File: config.mk
export PLATFORM = sky130hd
export DESIGN_NAME = frequency_rank_relabel_unit
export DESIGN_NICKNAME = d
export VERILOG_FILES = /design/src/hw/rtl/frr_pkg.sv /design/src/hw/rtl/frequency_rank_relabel_unit.sv
export SDC_FILE = /design/constraint.sdc
export NUM_CORES = 1
export LEC_CHECK = 0
export BUFFER_PORTS_ARGS = -buffer_cell sky130_fd_sc_hd__buf_4
export CAP_MARGIN = 20
export CORE_UTILIZATION = 45
export DETAILED_ROUTE_END_ITERATION = 7
export PLACE_DENSITY_LB_ADDON = 0.2
export RECOVER_POWER = 25
export SLEW_MARGIN = 20
export SYNTH_ARGS = -nofsm -noshare
export SYNTH_HDL_FRONTEND = slang
export SYNTH_SLANG_ARGS = --single-unit
File: constraint.sdc
create_clock -name aclk -period 3.3 [get_ports aclk]
set_input_delay 0.99 -clock aclk [delete_from_list [all_inputs] [get_ports aclk]]
set_output_delay 0.99 -clock aclk [all_outputs]
set_load 0.03 [all_outputs]
File: src/hw/rtl/frr_pkg.sv
// Shared constants for the frequency rank relabel unit.
package frr_pkg;

    // Action codes carried on the input channel.
    localparam logic [1:0] ACT_CLEAR   = 2'd0;
    localparam logic [1:0] ACT_COUNT   = 2'd1;
    localparam logic [1:0] ACT_RELABEL = 2'd2;

    // Configuration register map.
    localparam int unsigned PADDR_W        = 2;
    localparam logic [1:0]  ADDR_SPECIES   = 2'd0;
    localparam int unsigned SPECIES_W      = 7;
    localparam logic [6:0]  SPECIES_RESET  = 7'd64;

    // Field widths of the item channels.
    localparam int unsigned LABEL_W = 7;
    localparam int unsigned RANK_W  = 7;

endpackage

File: src/hw/rtl/frequency_rank_relabel_unit.sv
// Frequency rank relabel unit: label histogram in a synchronous memory with rank lookup.
//
// Usage. Items arrive on the s_ channel (s_action, s_cell_label) with valid/ready
// and results leave on the m_ channel (m_rank_label) with valid/ready. A clear
// item empties the histogram, a count item adds one to its label's count
// (saturating at MAX_CELLS), and a relabel item returns one result: the rank of
// its label, 1 for the most abundant, ties going to the lower label number, and
// 0 for label 0, a label above min(species_in_use, MAX_SPECIES) or a label never counted.
// Only relabel items produce results; clear, count and unused actions produce none.
// Timing. A count item is accepted, its entry read from memory and written back. A clear
// item sweeps the histogram after it is accepted, one histogram entry is zeroed per cycle.
// A relabel item reads its label's own count and then scans the histogram, because
// the single memory read port visits every valid entry (up to min(species_in_use,
// MAX_SPECIES)) once while comparing it against the label's own count; out-of-range labels
// skip the memory, and labels never counted skip the scan. One item is worked on at a time.
// Reset. After aresetn the same clearing pass runs over every entry with
// s_ready low; species_in_use returns to 64. The APB port stays writable.
// Stalls. The result sits in an output register, so the unit keeps taking and
// finishing clear and count items while m_ready is low; a second relabel waits
// for the output register to empty before it presents its result.
module frequency_rank_relabel_unit #(
    parameter int unsigned MAX_SPECIES = 64,
    parameter int unsigned MAX_CELLS   = 65536
) (
    input  logic                                aclk,
    input  logic                                aresetn,
    // APB-style configuration port
    input  logic                                psel,
    input  logic                                penable,
    input  logic                                pwrite,
    input  logic [frr_pkg::PADDR_W-1:0]         paddr,
    input  logic [31:0]                         pwdata,
    output logic [31:0]                         prdata,
    output logic                                pready,
    // input item channel
    input  logic                                s_valid,
    output logic                                s_ready,
    input  logic [1:0]                          s_action,
    input  logic [frr_pkg::LABEL_W-1:0]         s_cell_label,
    // result item channel
    output logic                                m_valid,
    input  logic                                m_ready,
    output logic [frr_pkg::RANK_W-1:0]          m_rank_label
);

    localparam int unsigned AW    = $clog2(MAX_SPECIES);
    localparam int unsigned LIM_W = $clog2(MAX_SPECIES + 1);
    localparam int unsigned CNT_W = $clog2(MAX_CELLS + 1);
    localparam int unsigned CMP_W = (LIM_W > frr_pkg::SPECIES_W) ? LIM_W : frr_pkg::SPECIES_W;

    typedef enum logic [2:0] {
        S_CLEAR,
        S_IDLE,
        S_CNT_RD,
        S_CNT_WR,
        S_RK_RD,
        S_RK_SELF,
        S_RK_SCAN,
        S_DONE
    } state_t;

    // Registers and their next values.
    state_t                             state_reg, state_next;
    logic [frr_pkg::SPECIES_W-1:0]      species_reg, species_next;
    logic [AW-1:0]                      idx_reg, idx_next;       // clear sweep / scan index
    logic [AW-1:0]                      lbl_idx_reg, lbl_idx_next;
    logic [CNT_W-1:0]                   mine_reg, mine_next;
    logic [LIM_W-1:0]                   rank_reg, rank_next;
    logic                               m_valid_reg, m_valid_next;
    logic [frr_pkg::RANK_W-1:0]         m_rank_reg, m_rank_next;

    // Histogram memory with one registered read port and one write port.
    logic [CNT_W-1:0]                   count_mem [MAX_SPECIES];
    logic [CNT_W-1:0]                   rd_data_reg;
    logic [AW-1:0]                      rd_addr;
    logic                               wr_en;
    logic [AW-1:0]                      wr_addr;
    logic [CNT_W-1:0]                   wr_data;

    logic [CMP_W-1:0]                   species_ext;
    logic [LIM_W-1:0]                   lim;
    logic                               label_ok;
    logic                               cfg_write;
    logic                               s_fire;
    logic                               last_scan;
    logic                               beats;

    // Valid label limit: species_in_use saturated to MAX_SPECIES.
    assign species_ext = CMP_W'(species_reg);
    assign lim = (species_ext > CMP_W'(MAX_SPECIES)) ? LIM_W'(MAX_SPECIES)
                                                     : LIM_W'(species_ext);
    assign label_ok = (s_cell_label != '0) && (CMP_W'(s_cell_label) <= CMP_W'(lim));

    assign cfg_write = psel && penable && pwrite && pready;
    assign pready    = 1'b1;
    assign prdata    = (paddr == frr_pkg::ADDR_SPECIES) ? 32'(species_reg) : 32'd0;

    assign s_ready      = (state_reg == S_IDLE);
    assign s_fire       = s_valid && s_ready;
    assign m_valid      = m_valid_reg;
    assign m_rank_label = m_rank_reg;

    assign last_scan = ((LIM_W'(idx_reg) + LIM_W'(1)) == lim);
    // The entry now on the read port outranks the label's own count.
    assign beats = (rd_data_reg > mine_reg)
                || ((rd_data_reg == mine_reg) && (idx_reg < lbl_idx_reg));

    // Read address follows the state so that the data is registered into rd_data_reg for the following state.
    always_comb begin
        case (state_reg)
            S_RK_SELF: rd_addr = '0;
            S_RK_SCAN: rd_addr = idx_reg + AW'(1);
            default:   rd_addr = lbl_idx_reg;
        endcase
    end

    // Write port: zeroing during a clear sweep, saturating increment on a count.
    always_comb begin
        wr_en   = 1'b0;
        wr_addr = lbl_idx_reg;
        wr_data = '0;
        if (state_reg == S_CLEAR) begin
            wr_en   = 1'b1;
            wr_addr = idx_reg;
        end else if (state_reg == S_CNT_WR) begin
            wr_en   = (rd_data_reg < CNT_W'(MAX_CELLS));
            wr_data = rd_data_reg + CNT_W'(1);
        end
    end

    always_ff @(posedge aclk) begin
        if (wr_en) begin
            count_mem[wr_addr] <= wr_data;
        end
        rd_data_reg <= count_mem[rd_addr];
    end

    always_comb begin
        state_next   = state_reg;
        species_next = species_reg;
        idx_next     = idx_reg;
        lbl_idx_next = lbl_idx_reg;
        mine_next    = mine_reg;
        rank_next    = rank_reg;
        m_valid_next = m_valid_reg;
        m_rank_next  = m_rank_reg;

        if (cfg_write && (paddr == frr_pkg::ADDR_SPECIES)) begin
            species_next = pwdata[frr_pkg::SPECIES_W-1:0];
        end
        if (m_valid_reg && m_ready) begin
            m_valid_next = 1'b0;
        end

        case (state_reg)
            S_CLEAR: begin
                idx_next = idx_reg + AW'(1);
                if (idx_reg == AW'(MAX_SPECIES - 1)) begin
                    state_next = S_IDLE;
                end
            end
            S_IDLE: begin
                if (s_fire) begin
                    lbl_idx_next = AW'(s_cell_label - frr_pkg::LABEL_W'(1));
                    case (s_action)
                        frr_pkg::ACT_CLEAR: begin
                            idx_next   = '0;
                            state_next = S_CLEAR;
                        end
                        frr_pkg::ACT_COUNT: begin
                            if (label_ok) begin
                                state_next = S_CNT_RD;
                            end
                        end
                        frr_pkg::ACT_RELABEL: begin
                            rank_next  = '0;
                            state_next = label_ok ? S_RK_RD : S_DONE;
                        end
                        default: ;
                    endcase
                end
            end
            S_CNT_RD:  state_next = S_CNT_WR;
            S_CNT_WR:  state_next = S_IDLE;
            S_RK_RD:   state_next = S_RK_SELF;
            S_RK_SELF: begin
                mine_next = rd_data_reg;
                idx_next  = '0;
                if (rd_data_reg == '0) begin
                    rank_next  = '0;
                    state_next = S_DONE;
                end else begin
                    rank_next  = LIM_W'(1);
                    state_next = S_RK_SCAN;
                end
            end
            S_RK_SCAN: begin
                if (beats) begin
                    rank_next = rank_reg + LIM_W'(1);
                end
                idx_next = idx_reg + AW'(1);
                if (last_scan) begin
                    state_next = S_DONE;
                end
            end
            S_DONE: begin
                if (!m_valid_reg || m_ready) begin
                    m_valid_next = 1'b1;
                    m_rank_next  = frr_pkg::RANK_W'(rank_reg);
                    state_next   = S_IDLE;
                end
            end
            default: state_next = S_IDLE;
        endcase
    end

    always_ff @(posedge aclk) begin
        if (!aresetn) begin
            state_reg   <= S_CLEAR;
            species_reg <= frr_pkg::SPECIES_RESET;
            idx_reg     <= '0;
            m_valid_reg <= 1'b0;
        end else begin
            state_reg   <= state_next;
            species_reg <= species_next;
            idx_reg     <= idx_next;
            m_valid_reg <= m_valid_next;
        end
        lbl_idx_reg <= lbl_idx_next;
        mine_reg    <= mine_next;
        rank_reg    <= rank_next;
        m_rank_reg  <= m_rank_next;
    end

    // A clear item always starts a sweep, during which no item is taken.
    assert property (@(posedge aclk) disable iff (!aresetn)
        (s_fire && (s_action == frr_pkg::ACT_CLEAR)) |=> (state_reg == S_CLEAR) && !s_ready)
        else $error("clear item did not start the clearing sweep");

    // A result only appears when a relabel finishes.
    assert property (@(posedge aclk) disable iff (!aresetn)
        $rose(m_valid) |-> $past(state_reg == S_DONE))
        else $error("result raised outside relabel completion");

    // Count writes never go past the saturation limit.
    assert property (@(posedge aclk) disable iff (!aresetn)
        (wr_en && (state_reg == S_CNT_WR)) |-> (wr_data <= CNT_W'(MAX_CELLS)))
        else $error("histogram count exceeded MAX_CELLS");

endmodule
==> results.json <==
{
  "die_w_um": 325.1,
  "final_util_pct": 53.31,
  "setup_violations": 0,
  "synth_top_area_share_pct": 71.93,
  "hp-start": "rank_reg[6]$_DFFE_PP_",
  "route.vias.total": 29810,
  "powerDensity_nw_per_um2": 527.1,
  "cts_tree": "yes",
  "grt_max_degree": 112,
  "rows": 118,
  "ctsHoldBuffers": 0,
  "multiInputGateArea_um2": 11590,
  "grt_pass1_vias": 28070,
  "grt.overflow.total": 0,
  "finalPower_w": 0.02909,
  "worstRegToRegCells": 10,
  "ys_warn_count": 0,
  "die-area_um2": 105700,
  "clkLatencyLatePin_ps": 710,
  "hold_path.class": "register to register",
  "synth_area_leaders": "edfxtp_1 (72%), a21oi_1 (5.8%), nand2_1 (4.8%)",
  "synth_cell_types": 67,
  "holdPathStages": 0,
  "syn2layout_area_growth_pct": 17.48,
  "finalCriticalPeriod_ps": 3214,
  "skew_ps": 26.53,
  "clkSlewWorstSetupHoldPaths_ps": 60,
  "worst_pin_slew_ps": 1254,
  "endpoint_kind": "register",
  "ioPinCount": 92,
  "min_to": "m_rank_label[6]$_DFFE_PP_",
  "drt_iter0_markers": 3141,
  "antennaDiodeCount": 0,
  "synth_edf_count": 1125,
  "viasPerCell": 5.827,
  "stdcell_count": 5116,
  "report.final.slew_viol_count": 0,
  "place_congestion": 0.8535,
  "cts_made_buffers": 115,
  "io_buffer_count": 40,
  "arrival_ps": 3840,
  "synthCells": 3431,
  "r2r_start": "state_reg[0]$_SDFFE_PN0P_",
  "fmax_mhz": 311.1,
  "drc_errors": 0,
  "grt_antenna_before_repair": 0,
  "start_kind": "register",
  "cap_violations": 0,
  "async_reset_ff_share_pct": 0,
  "worstPathMaxFanout": 32,
  "period_share_pct": 97.39,
  "grt_pass1_wl_um": 185700,
  "initial_core_util_pct": 45.38,
  "ff2ff_setup_slack_ps": 90,
  "ir_worst_vdd_mv": 0.4159,
  "grtUsageTotal_pct": 23.56,
  "synth_area_um2": 46970,
  "cts-root-buf": "clkbuf_16",
  "ys.flop_type": "edfxtp_1",
  "dr.pass1.iters": 6,
  "ys_seq_area_share_pct": 73.37,
  "largest_reg_flops": 1088,
  "placed_cells": 4901,
  "regArea_um2": 34470,
  "htreeDepth": 3,
  "ys_ff_latch": 1159,
  "reg2reg_to": "rd_data_reg[4]$_DFF_P_",
  "drive_gt1_share_pct": 15.90,
  "clockBufferDepth": 3,
  "leakagePower_nw": 19.50,
  "fp.coreArea_um2": 103500,
  "wl_um": 126100,
  "relSlewSlack_pct": 16.41,
  "drtAntennaViolNets": 0,
  "cp.required_ps": 3920,
  "finalHoldViolations": 0,
  "synth.avg_cell_area_um2": 13.69,
  "die_h_um": 325.1,
  "hpwl_um": 74880,
  "rsz0062_at_grt": "no",
  "status": "finished, final reports clean",
  "wire_per_inst_um": 24.66,
  "netlist.top_cell.by_area": "edfxtp_1",
  "crit_type": "register to register",
  "fin_nets": 3729,
  "fillers": 8457,
  "cts.sinks": 1159
}
## cell families (layout without fill, tap and decap cells)
logic type | count (synthesis) | after routing | synth area share [%]
flip-flops | 1159 | 1159 | 73.37
buffers and inverters | 295 | 574 | 2.896
adder cells (fa/ha/maj) | 37 | 37 | 0.9856
AND/OR/NAND/NOR | 817 | 817 | 7.081
XOR/XNOR | 26 | 26 | 0.4848
multiplexers | 11 | 11 | 0.2371
other | 2 | 26 | 0.01599
AO/OA/AOI/OAI | 1084 | 1086 | 14.93
## final cells by class
class,count,share of cell area [%]
Sequential cell,1159,62.46
Multi-Input combinational cell,2003,21.01
Tap cell,1380,3.129
Timing Repair Buffer,326,6.488
Clock buffer,136,5.358
Inverter,37,0.2517
Clock inverter,75,1.299
## Yosys cell counts (10+ instances only)
library cell  count
a21oi_1         545
buf_2            52
and2_1           14
buf_6            11
buf_4            28
a22o_1          136
a221oi_1         36
inv_1            36
buf_1            30
a22oi_1         185
dfxtp_1          34
nand4_1          10
nand2_1         601
ha_1             37
clkbuf_1        137
nor2_1          109
nand3_1          19
a21oi_2          16
o22ai_1          41
o21ai_0          23
o221ai_1         48
edfxtp_1       1125
nor2b_1          18
mux2i_1          10
xor2_1           17
## what timing repair did
item                                    in CTS  in global routing
cloned                                       0                  2
pin swaps                                    0                  4
buffers inserted                             0                  2
hold endpoints to repair                     0                  0
resized for setup                            1                  8
endpoints found under the setup margin       1                 16
## critical path, stage by stage, from the launching register on
cell      delay (ps)
dfxtp_2          410
or3b_2           630
o211ai_4         260
buf_12           250
buf_12           220
a21oi_1           90
a22o_1           230
o221ai_1         470
a22oi_1          230
buf_4            220
o221ai_1          60
## worst max-delay path by stage
stage                                   start                    endpoint  slack, ps  cells after the start
finish              state_reg[0]$_SDFFE_PN0P_      rd_data_reg[4]$_DFF_P_         90                     10
global route        state_reg[1]$_SDFFE_PN0P_                     s_ready          7                      5
CTS                 state_reg[0]$_SDFFE_PN0P_     rd_data_reg[16]$_DFF_P_         50                     10
detailed placement  state_reg[1]$_SDFFE_PN0P_      rd_data_reg[6]$_DFF_P_        -10                     11
global placement    state_reg[1]$_SDFFE_PN0P_      rd_data_reg[6]$_DFF_P_         30                     11
floorplan           state_reg[0]$_SDFFE_PN0P_  count_mem[0][12]$_DFFE_PP_       -350                      6
## routing by layer
metal  vias up  track usage [%]  wire (µm)
met2      1047            37.19      59430
li1      13500                -          -
met3       173            2.982       7997
met4         0            7.188       2969
met1     15090            34.14      55740
met5         -                0          0
## stage by stage
stage / setup slack [ps] / hold WS, ps / TNS [ps] / area (µm²)
after detailed placement: -14.86 / 465.1 / -14.86 / 51600
final: 86.10 / 479.2 / 0 / 55180
after global routing: 7.004 / 499.5 / 0 / 55180
after CTS: 46.54 / 471.8 / 0 / 55280
after global placement: 25.58 / 465.5 / 0 / 51600
after floorplan: -352.8 / 448.9 / -189960 / 47070
## cells in the final DEF (no fill, tap or decap), drive strengths merged, types with 34 or more instances in the layout
cell type	Yosys	layout
a21oi	561	561
a221oi	37	37
a22o	136	136
a22oi	185	185
buf	121	291
clkbuf	137	171
clkinv	0	55
dfxtp	34	34
edfxtp	1125	1125
ha	37	37
inv	37	43
nand2	601	601
nor2	109	109
o221ai	48	48
o22ai	41	41
## where the power goes
part / leakage, nW / total (W) / internal (W) / switching, W
clock network: 1.79 / 0.0128 / 0.00726 / 0.00552
registers: 10.9 / 0.0160 / 0.0160 / 0.0000195
logic: 6.85 / 0.000306 / 0.0000937 / 0.000212
total: 19.5 / 0.0291 / 0.0233 / 0.00575
No activity file was read; power rests on OpenSTA's default activity.
